==> src/hw/rtl/mhpq_pkg.sv <==
`default_nettype none

package mhpq_pkg;

	localparam int HEAP_DEPTH  = 64;
	localparam int VALUE_WIDTH = 32;

	localparam logic MODE_INSERT = 1'b0;
	localparam logic MODE_DELETE = 1'b1;

	typedef enum logic [1:0] {
		STATUS_OK    = 2'd0,
		STATUS_FULL  = 2'd1,
		STATUS_EMPTY = 2'd2
	} status_t;

	typedef struct packed {
		logic               mode;
		logic signed [31:0] value;
	} cmd_t;

	typedef struct packed {
		logic signed [31:0] removed_value;
		status_t            status;
		logic [6:0]         count_after;
	} result_t;

endpackage

`default_nettype wire

==> src/hw/rtl/mhpq_store.sv <==
`default_nettype none

module mhpq_store #(
	parameter int HEAP_DEPTH  = mhpq_pkg::HEAP_DEPTH,
	parameter int VALUE_WIDTH = mhpq_pkg::VALUE_WIDTH,
	localparam int AW = $clog2(HEAP_DEPTH)
) (
	input  wire logic                   clk,
	input  wire logic                   we,
	input  wire logic [AW-1:0]          waddr,
	input  wire logic [VALUE_WIDTH-1:0] wdata,
	input  wire logic [AW-1:0]          raddr_a,
	input  wire logic [AW-1:0]          raddr_b,
	output logic      [VALUE_WIDTH-1:0] rdata_a,
	output logic      [VALUE_WIDTH-1:0] rdata_b
);

	logic [VALUE_WIDTH-1:0] mem_q [HEAP_DEPTH];

	always_ff @(posedge clk) begin
		if (we) begin
			mem_q[waddr] <= wdata;
		end
		rdata_a <= mem_q[raddr_a];
		rdata_b <= mem_q[raddr_b];
	end

endmodule

`default_nettype wire

==> src/hw/rtl/mhpq_cmp.sv <==
`default_nettype none

module mhpq_cmp #(
	parameter int VALUE_WIDTH = mhpq_pkg::VALUE_WIDTH
) (
	input  wire logic [VALUE_WIDTH-1:0] a,
	input  wire logic [VALUE_WIDTH-1:0] b,
	output logic                        gt
);

	assign gt = $signed(a) > $signed(b);

endmodule

`default_nettype wire

==> src/hw/rtl/mhpq_engine.sv <==
`default_nettype none

module mhpq_engine #(
	parameter int HEAP_DEPTH  = mhpq_pkg::HEAP_DEPTH,
	parameter int VALUE_WIDTH = mhpq_pkg::VALUE_WIDTH,
	localparam int AW = $clog2(HEAP_DEPTH),
	localparam int CW = $clog2(HEAP_DEPTH + 1),
	localparam int LW = AW + 1
) (
	input  wire logic                    clk,
	input  wire logic                    arst_n,
	input  wire logic                    start,
	output logic                         busy,
	input  wire mhpq_pkg::cmd_t          cmd,
	output logic                         done,
	output mhpq_pkg::result_t            result,
	output logic                         we,
	output logic       [AW-1:0]          waddr,
	output logic       [VALUE_WIDTH-1:0] wdata,
	output logic       [AW-1:0]          raddr_a,
	output logic       [AW-1:0]          raddr_b,
	input  wire logic  [VALUE_WIDTH-1:0] rdata_a,
	input  wire logic  [VALUE_WIDTH-1:0] rdata_b,
	output logic       [VALUE_WIDTH-1:0] cmp_a,
	output logic       [VALUE_WIDTH-1:0] cmp_b,
	input  wire logic                    gt
);

	typedef enum logic [6:0] {
		ST_IDLE    = 7'b0000001,
		ST_UP_RD   = 7'b0000010,
		ST_UP_CMP  = 7'b0000100,
		ST_DN_LOAD = 7'b0001000,
		ST_DN_RD   = 7'b0010000,
		ST_DN_CMP1 = 7'b0100000,
		ST_DN_CMP2 = 7'b1000000
	} state_t;

	state_t                  state_q, state_d;
	logic [CW-1:0]           count_q, count_d;
	logic [AW-1:0]           pos_q, pos_d;
	logic [AW-1:0]           pick_q, pick_d;
	logic [VALUE_WIDTH-1:0]  v_q, v_d;
	logic [VALUE_WIDTH-1:0]  cv_q, cv_d;
	logic [VALUE_WIDTH-1:0]  removed_q, removed_d;
	mhpq_pkg::status_t       status_q, status_d;
	logic                    done_q, done_d;
	logic                    fin;
	logic [LW-1:0]           l_idx, r_idx, n_ext;
	logic [AW-1:0]           parent;

	assign busy  = state_q != ST_IDLE;
	assign l_idx = {pos_q, 1'b1};
	assign r_idx = l_idx + LW'(1);
	assign n_ext = LW'(count_q);
	assign parent = AW'((pos_q - AW'(1)) >> 1);

	always_comb begin
		state_d   = state_q;
		count_d   = count_q;
		pos_d     = pos_q;
		pick_d    = pick_q;
		v_d       = v_q;
		cv_d      = cv_q;
		removed_d = removed_q;
		status_d  = status_q;
		done_d    = 1'b0;
		fin       = 1'b0;
		we        = 1'b0;
		waddr     = pos_q;
		wdata     = v_q;
		raddr_a   = '0;
		raddr_b   = AW'(count_q - CW'(1));
		cmp_a     = v_q;
		cmp_b     = rdata_a;
		unique case (state_q)
			ST_IDLE: begin
				if (start) begin
					removed_d = '0;
					if (cmd.mode == mhpq_pkg::MODE_INSERT) begin
						if (count_q == CW'(HEAP_DEPTH)) begin
							done_d   = 1'b1;
							status_d = mhpq_pkg::STATUS_FULL;
						end else begin
							pos_d   = AW'(count_q);
							v_d     = VALUE_WIDTH'($signed(cmd.value));
							count_d = count_q + CW'(1);
							state_d = ST_UP_RD;
						end
					end else begin
						if (count_q == '0) begin
							done_d   = 1'b1;
							status_d = mhpq_pkg::STATUS_EMPTY;
						end else begin
							count_d = count_q - CW'(1);
							state_d = ST_DN_LOAD;
						end
					end
				end
			end
			ST_UP_RD: begin
				raddr_a = parent;
				if (pos_q == '0) begin
					we  = 1'b1;
					fin = 1'b1;
				end else begin
					state_d = ST_UP_CMP;
				end
			end
			ST_UP_CMP: begin
				we = 1'b1;
				if (gt) begin
					wdata   = rdata_a;
					pos_d   = parent;
					state_d = ST_UP_RD;
				end else begin
					fin = 1'b1;
				end
			end
			ST_DN_LOAD: begin
				removed_d = rdata_a;
				v_d       = rdata_b;
				pos_d     = '0;
				if (count_q == '0) begin
					fin = 1'b1;
				end else begin
					state_d = ST_DN_RD;
				end
			end
			ST_DN_RD: begin
				raddr_a = l_idx[AW-1:0];
				raddr_b = r_idx[AW-1:0];
				if (l_idx >= n_ext) begin
					we  = 1'b1;
					fin = 1'b1;
				end else begin
					state_d = ST_DN_CMP1;
				end
			end
			ST_DN_CMP1: begin
				cmp_a = rdata_b;
				cmp_b = rdata_a;
				if (r_idx < n_ext && gt) begin
					pick_d = r_idx[AW-1:0];
					cv_d   = rdata_b;
				end else begin
					pick_d = l_idx[AW-1:0];
					cv_d   = rdata_a;
				end
				state_d = ST_DN_CMP2;
			end
			ST_DN_CMP2: begin
				cmp_a = cv_q;
				cmp_b = v_q;
				we    = 1'b1;
				if (gt) begin
					wdata   = cv_q;
					pos_d   = pick_q;
					state_d = ST_DN_RD;
				end else begin
					fin = 1'b1;
				end
			end
			default: begin
				state_d = ST_IDLE;
			end
		endcase
		if (fin) begin
			done_d   = 1'b1;
			status_d = mhpq_pkg::STATUS_OK;
			state_d  = ST_IDLE;
		end
	end

	always_ff @(posedge clk or negedge arst_n) begin
		if (!arst_n) begin
			state_q <= ST_IDLE;
			count_q <= '0;
			done_q  <= 1'b0;
		end else begin
			state_q <= state_d;
			count_q <= count_d;
			done_q  <= done_d;
		end
	end

	always_ff @(posedge clk) begin
		pos_q     <= pos_d;
		pick_q    <= pick_d;
		v_q       <= v_d;
		cv_q      <= cv_d;
		removed_q <= removed_d;
		status_q  <= status_d;
	end

	assign done                 = done_q;
	assign result.removed_value = 32'(removed_q);
	assign result.status        = status_q;
	assign result.count_after   = 7'(count_q);

endmodule

`default_nettype wire

==> src/hw/rtl/max_heap_priority_queue_top.sv <==
// Binary max-heap priority queue. Raise start with a command word while busy is low: an insert
// adds a signed value, a delete removes the maximum. Exactly one result word follows, shown for
// a single cycle with done high; it cannot be held off, so sample it then. A full insert or an
// empty delete is refused at once (the result follows in the next cycle, heap untouched). An
// insert climbs a level at a time: it reads the parent, then moves it down while the new value
// compares greater, and writes the value where it stops or at the root. A delete returns the
// root and sifts the last value down from it: it reads both children, picks the larger, then
// moves that child up while it compares greater than the value, until the value settles in a
// node without children or above both; a delete of the only element just removes it. Each level
// costs one registered read of the single heap memory and one pass through the shared
// comparator on an insert, two on a delete. busy drops as the result appears.
`default_nettype none

module max_heap_priority_queue_top #(
	parameter int HEAP_DEPTH  = mhpq_pkg::HEAP_DEPTH,
	parameter int VALUE_WIDTH = mhpq_pkg::VALUE_WIDTH
) (
	input  wire logic              clk,
	input  wire logic              arst_n,
	input  wire logic              start,
	output logic                   busy,
	input  wire mhpq_pkg::cmd_t    cmd,
	output logic                   done,
	output mhpq_pkg::result_t      result
);

	localparam int AW = $clog2(HEAP_DEPTH);

	logic                   we;
	logic [AW-1:0]          waddr, raddr_a, raddr_b;
	logic [VALUE_WIDTH-1:0] wdata, rdata_a, rdata_b, cmp_a, cmp_b;
	logic                   gt;

	mhpq_engine #(
		.HEAP_DEPTH  (HEAP_DEPTH),
		.VALUE_WIDTH (VALUE_WIDTH)
	) u_engine (
		.clk     (clk),
		.arst_n  (arst_n),
		.start   (start),
		.busy    (busy),
		.cmd     (cmd),
		.done    (done),
		.result  (result),
		.we      (we),
		.waddr   (waddr),
		.wdata   (wdata),
		.raddr_a (raddr_a),
		.raddr_b (raddr_b),
		.rdata_a (rdata_a),
		.rdata_b (rdata_b),
		.cmp_a   (cmp_a),
		.cmp_b   (cmp_b),
		.gt      (gt)
	);

	mhpq_store #(
		.HEAP_DEPTH  (HEAP_DEPTH),
		.VALUE_WIDTH (VALUE_WIDTH)
	) u_store (
		.clk     (clk),
		.we      (we),
		.waddr   (waddr),
		.wdata   (wdata),
		.raddr_a (raddr_a),
		.raddr_b (raddr_b),
		.rdata_a (rdata_a),
		.rdata_b (rdata_b)
	);

	mhpq_cmp #(
		.VALUE_WIDTH (VALUE_WIDTH)
	) u_cmp (
		.a  (cmp_a),
		.b  (cmp_b),
		.gt (gt)
	);

endmodule

`default_nettype wire
==> config.mk <==
export PLATFORM = sky130hd
export DESIGN_NAME = max_heap_priority_queue_top
export DESIGN_NICKNAME = d
export VERILOG_FILES = /design/src/hw/rtl/mhpq_pkg.sv /design/src/hw/rtl/mhpq_store.sv /design/src/hw/rtl/mhpq_cmp.sv /design/src/hw/rtl/mhpq_engine.sv /design/src/hw/rtl/max_heap_priority_queue_top.sv
export SDC_FILE = /design/constraint.sdc
export NUM_CORES = 2
export LEC_CHECK = 0
export BUFFER_PORTS_ARGS = -buffer_cell sky130_fd_sc_hd__buf_2
export CAP_MARGIN = 0
export CORE_ASPECT_RATIO = 0.9
export CORE_MARGIN = 5
export CORE_UTILIZATION = 50
export CTS_CLUSTER_SIZE = 10
export DETAILED_ROUTE_END_ITERATION = 12
export HOLD_SLACK_MARGIN = 0.08
export PLACE_DENSITY_LB_ADDON = 0.1
export SETUP_SLACK_MARGIN = 0.05
export SLEW_MARGIN = 10
export SYNTH_ARGS = -nofsm -noshare
export SYNTH_HDL_FRONTEND = slang
export SYNTH_HIERARCHICAL = 1
export SYNTH_SLANG_ARGS = --single-unit
==> constraint.sdc <==
create_clock -name clk -period 6.9 [get_ports clk]
set_input_delay 1.38 -clock clk [delete_from_list [all_inputs] [get_ports clk]]
set_output_delay 1.38 -clock clk [all_outputs]
set_load 0.02 [all_outputs]
======== Word-level counts from Yosys, hierarchy flattened ========
Memories as Yosys holds them, arrays and structs flattened. A register that Yosys moved wholly into a read port is not among the register bits.
Cells that the tools add are included.
storage, ports and cells
  register bits ........................... 125
  memory bits (writable) .................. 2048
  input port bits ......................... 36
  output and inout port bits .............. 43
  word-level logic and storage cells ...... 107
  memories kept ........................... 1
memory list
  memory         words  width  rd ports  clocked after Yosys merged registers in  wr ports  line              text
  u_store.mem_q  64     32     2         2                                        1         mhpq_store.sv:18  logic [VALUE_WIDTH-1:0] mem_q [HEAP_DEPTH];
operators by class
  $add $sub $neg .......................... 4
  $lt $le $gt $ge ......................... 3
  eq/ne operators ......................... 25
  mux-type cells .......................... 51
  reduce and logical (&&, ||, !) cells .... 13
operators by type and width
  operator             number
  $mux 32              8
  $pmux 32 s2          4
  $mux 7               13
  $pmux 7 s7           1
  $mux 6               7
  $gt 32x32->1         1
  $pmux 6 s4           1
  $add 7x1->7 const B  2
  $eq 7x7->1 const B   2
  $ne 3x2->1 const B   4
  $pmux 6 s2           1
  $reduce_and 4->1     3
  $mux 1               11
  $ne 2x2->1 const B   5
  $ne 4x3->1 const B   2
  $reduce_and 8->1     1
  $eq 7x1->1 const B   1
  $eq 7x2->1 const B   1
  $eq 7x3->1 const B   1
  $eq 7x4->1 const B   1
  $eq 7x5->1 const B   1
  $eq 7x6->1 const B   1
  $ge 7x7->1           1
  $logic_not 7->1      1
  other kinds (16)     22

======== Depth between registers and ports, before layout ========
  word-level depth ........................ 7
  depth in mapped cells ................... 24
  mapped depth without buffers ............ 18

======== Hierarchy ========
The synthesis kept the hierarchy.
modules (own cells, without submodules)
  module       times used  cells each  area each (um^2)  sequential area each (um^2)
  mhpq_store   1           4412        95660.5           62780.2
  mhpq_engine  1           744         7797.5            3659.8
  mhpq_cmp     1           113         804.5             0.0

======== Worst setup path after synthesis ========
OpenSTA, ideal clock, no wires.
  path type ............................... reg-to-reg
  start point ............................. reg u_engine.state_q[3]
  end point ............................... mem u_store.mem_q[0][0], data pin
  arrival ................................. 4.630 ns
  data required time ...................... 6.534 ns
  path slack .............................. 1.904 ns
  stages on the path, launching flop included .. 19
  path buffers ............................ 5
  cells stage by stage .................... dfrtp_1 > buf_2 > nor4_4 > and3_1 > buf_2 > buf_2 > a22oi_1 > nand2_1 > ha_1 > nand2_1 > o21ai_0 > a221o_1 > o31ai_1 > o2111ai_1 > mux2i_1 > buf_4 > o21ai_1 > buf_2 > a22o_1
between the ends
  word-level cells in the longest chain between the ends .. 5
ends and longest elaborated chain
  element                                          line                                    text
  start: declaration                               mhpq_engine.sv:39                       state_t state_q, state_d;
  start signal: assignment                         mhpq_engine.sv:181                      state_q <= state_d;
  $eq 7x7->1 / $eq 7x6->1 (equally long branches)  mhpq_engine.sv:76                       unique case (state_q)
  $pmux 32 s2 *                                    mhpq_engine.sv:76
  named net cmp_a[6]                               max_heap_priority_queue_top.sv:31       logic [VALUE_WIDTH-1:0] wdata, rdata_a, rdata_b, cmp_a, cmp_b;
  $gt 32x32->1 *                                   mhpq_cmp.sv:11                          assign gt = $signed(a) > $signed(b);
  named net gt                                     max_heap_priority_queue_top.sv:32       logic gt;
  $mux 32 (on tied branches)                       mhpq_engine.sv:156, mhpq_engine.sv:112
  $pmux 32 s2 *                                    mhpq_engine.sv:76
  named net wdata[0]                               max_heap_priority_queue_top.sv:31
  end: declaration                                 mhpq_store.sv:18
Mark *: on every way through the listed nets, which the timed path passes. The rest lies on a longest branch.

======== Worst setup path after layout ========
  start point ............................. reg u_engine.state_q[5]
  end point ............................... reg u_engine.cv_q[29], data pin
between the ends
  word-level cells in the longest chain between the ends .. 5
ends and longest elaborated chain
  element                 line                               text
  $eq 7x7->1              mhpq_engine.sv:76
  $mux 32                 mhpq_engine.sv:76
  named net cmp_b[14]     max_heap_priority_queue_top.sv:31
  $gt 32x32->1            mhpq_cmp.sv:11
  named net gt            max_heap_priority_queue_top.sv:32
  $logic_and 1x1->1       mhpq_engine.sv:143                 if (r_idx < n_ext && gt) begin
  $mux 32                 mhpq_engine.sv:143
  end signal: assignment  mhpq_engine.sv:191                 cv_q <= cv_d;
  end: declaration        mhpq_engine.sv:44                  logic [VALUE_WIDTH-1:0] cv_q, cv_d;
The timed path passes the listed nets, and every way through them passes these cells.
A chain may end at the register's enable or synchronous reset.

==> reports/results.tsv <==
metric	value	unit
leftover overflow at the end of global routing	0	
worst path required time	7.56	ns
port bufs	78	
PD cells	438	nW/um^2
Tmin final	6.29	ns
final antenna-violating net count	0	
row count	159	
share of layout cells above drive strength 1	35.8	%
Slew @ Worst Pin	1.32	ns
Most used DFF post-synth	edfxtp_1	
first-pass GRT wire length	462000	microns
die area	218000	sq um
drc violations	0	
Setup CP Type	flip-flop to flip-flop	
Leakage	36.5	nW
met1 usage	43.9	%
Tcrit/Tclk final	91.1	%
clk slew on worst S/H paths	0.06	ns
CTS max path bufs	4	
Initial DRC Count	8123	
Pwr Total	51.3	mW
via density per instance	7.11	
number of global-route vias before repair	58700	
CTS tree	done	
CTS sink cnt	2237	
max-slew violation count	0	
Final Skew	0.0411	ns
die span in y	443	microns
Compound-Gate Fraction of Synth Area	3.47	%
Synth Area in Simple Gates	2.51	%
xor and xnor area share after synthesis	0.168	%
cts hold-fix bufs	0	
ys async rst share	0.671	%
Post-synth EDFFs	2156	
RSZ-0062 raised after global routing	no	
GRT Max-Usage Layer	met2	
Die X	491	microns
multiplexer share of the synthesized area	27.4	%
largest net degree at the start of global routing	80	
Area growth, synth to finish	12.2	%
placer congestion estimate	0.892	
H-tree Lvls	5	
initial core utilization	50.1	%
core area	208000	sq um
critical path data arrival time	6.95	ns
# IOs	79	
crit-path max cell delay	0.68	ns
via count	59400	
Synth Cell Area	104000	sq um
CP endpoint kind	flip-flop	
Avg Inst Size Synth	19.8	sq um
final setup TNS	0	ns
CTS Buf Count	279	
highest clock rate	159	MHz
met2 GRT Util	44.5	%
fill cell count	15400	
max cap viols	0	
CP startpoint kind	flip-flop	
setup violators final	0	
post-synthesis sequential area ratio	63.7	%
met3 Usage GRT	10.0	%
relative slew slack	12.0	%
Post-Route WL	331000	microns
average wire per standard cell	39.6	microns
Syn Nets	5355	
largest family of logic cells by synthesized area	multiplexers	
Total GRT Usage	30.3	%
worst ir drop on vdd	0.444	mV
setup bufs post-CTS	0	
FF+latch count, synth	2237	
Crit Path Max Fanout	37	
Hold Vio Cnt, Final	0	
fraction of the mapped netlist area in adder cells	0.600	%
HPWL Detailed	204000	microns
final net count	5594	
worst hold path type	input port to asynchronous set/reset pin	
Root Buffer	clkbuf_16	
Synth cell types	75	
status	finished, final reports clean	
Clock Latency Late Sink	0.92	ns
Slowest-stage cell, CP	a21oi_4	
DRT Pass-1 Iters	6	
Syn Inst Count	5269	
Syn. warnings	6	
critical path cell sequence	nor3_4 -> and4b_4 -> buf_4 -> mux2_2 -> inv_1 -> ha_1 -> nand4_1 -> nor2_1 -> a221o_1 -> o31ai_1 -> o2111ai_1 -> mux2i_4 -> nand2b_4 -> or3_4 -> o22ai_1 -> a21oi_4 -> buf_4 -> mux2_2	
initial antenna violation count	23	
CTS resizes	0	
fin util	56.2	%
## area by class of cell
cell class	count	area, sq um	share of cell area [%]
inverters	45	169	0.144
repair buffers	360	3080	2.63
clock buffers	372	7470	6.39
diodes	8	20.0	0.0171
well taps	2737	3420	2.93
flip-flops and latches	2237	66400	56.8
clock inverters	9	45.0	0.0385
multi-input cells	2585	36300	31.1
## registers in the layout, indices dropped and copies added (netlist names)
name / count
u_engine/removed_q: 32
u_store/rdata_b: 32
u_engine/status_q: 2
u_engine/state_q: 7
u_store/mem_q: 2048
u_engine/count_q: 7
u_store/rdata_a: 32
u_engine/pick_q: 6
u_engine/v_q: 32
u_engine/done: 1
u_engine/waddr: 6
u_engine/cv_q: 32
## logic make-up after synthesis
kind of cell	Yosys count
fa+ha+maj	50
buf+inv	447
mux	1432
flops	2237
simple gates	570
xor+xnor	20
compound gates	513
## final timing paths
kind | from | end | slack (ns) | cells past startpoint
setup / recovery | u_engine/state_q[5]$_DFFE_PN0P_ | u_engine/cv_q[29]$_DFFE_PN_ | 0.61 | 18
hold / removal | arst_n | u_engine/state_q[2]$_DFFE_PN0P_ | 0.39 | 1
setup reg to reg | u_engine/state_q[5]$_DFFE_PN0P_ | u_engine/cv_q[29]$_DFFE_PN_ | 0.61 | 18
hold reg to reg | u_engine/status_q[0]$_SDFFE_PP0P_ | u_engine/status_q[0]$_SDFFE_PP0P_ | 0.47 | 2
max in group asynchronous | arst_n | u_engine/state_q[0]$_DFFE_PN1P_ | 6.20 | 1
min in group clk | u_engine/status_q[0]$_SDFFE_PP0P_ | u_engine/status_q[0]$_SDFFE_PP0P_ | 0.47 | 2
## worst max-delay path, delay by kind of cell (launching register included)
kind / cells / cell delay (ns)
AOI/OAI and AO/OA: 5 / 1.82
adders and majority gates: 1 / 0.25
buffers and inverters: 3 / 0.94
DFF: 1 / 0.47
muxes: 3 / 1.07
and+or+nand+nor: 6 / 1.46
## synth_stat cells, drive strengths merged (16+ instances only)
| cell | number | area share, % |
|---|---|---|
| edfxtp | 2156 | 62 |
| mux4 | 1124 | 24 |
| nand2 | 283 | 1.0 |
| buf | 245 | 1.4 |
| mux2i | 207 | 2.0 |
| clkbuf | 157 | 0.57 |
| nor2 | 120 | 0.44 |
| a22oi | 117 | 0.84 |
| mux2 | 101 | 1.2 |
| a21oi | 75 | 0.36 |
| dfxtp | 66 | 1.3 |
| o21ai | 66 | 0.32 |
| a22o | 65 | 0.55 |
| o22ai | 62 | 0.37 |
| ha | 50 | 0.60 |
| inv | 45 | 0.16 |
| and2 | 41 | 0.25 |
| o211ai | 28 | 0.20 |
| nor2b | 24 | 0.14 |
| nand3 | 23 | 0.11 |
| a211oi | 16 | 0.12 |
| o221ai | 16 | 0.13 |
## cell usage in the layout (no fill, tap or decap), types with 44 or more instances in the layout
master and n:
edfxtp_1 2156, mux4_2 1124, clkbuf_16 285, nand2_1 282, buf_4 237, mux2i_1 206, a22oi_1 117, clkbuf_1 86
buf_2 78, mux2_2 77, a21oi_1 73, dfxtp_1 66, nor2_4 65, o22ai_1 61, nor2_1 54, ha_1 50
inv_1 44, buf_12 44
## metrics by stage
step / cell area [sq um] / std cells / hold slack, ns / setup slack, ns
after CTS: 117000 / 8345 / 0.344 / 0.639
after global routing: 117000 / 8345 / 0.386 / 0.409
after floorplan: 104000 / 5269 / 0.510 / 1.90
after detailed placement: 109000 / 7964 / 0.460 / 0.647
final: 117000 / 8353 / 0.391 / 0.612
after global placement: 109000 / 7963 / 0.457 / 0.762
## routing by layer
metal,vias up,wire length [microns]
li1,23100,-
met1,32000,130000
met2,3713,147000
met3,600,43300
met4,6,10100
met5,-,39
## power breakdown
part | internal (mW) | switching [mW]
Clock | 7.44 | 5.23
Combinational | 8.90 | 12.6
Sequential | 16.4 | 0.705
Total | 32.7 | 18.6
Power figures use the tool's default switching activity.
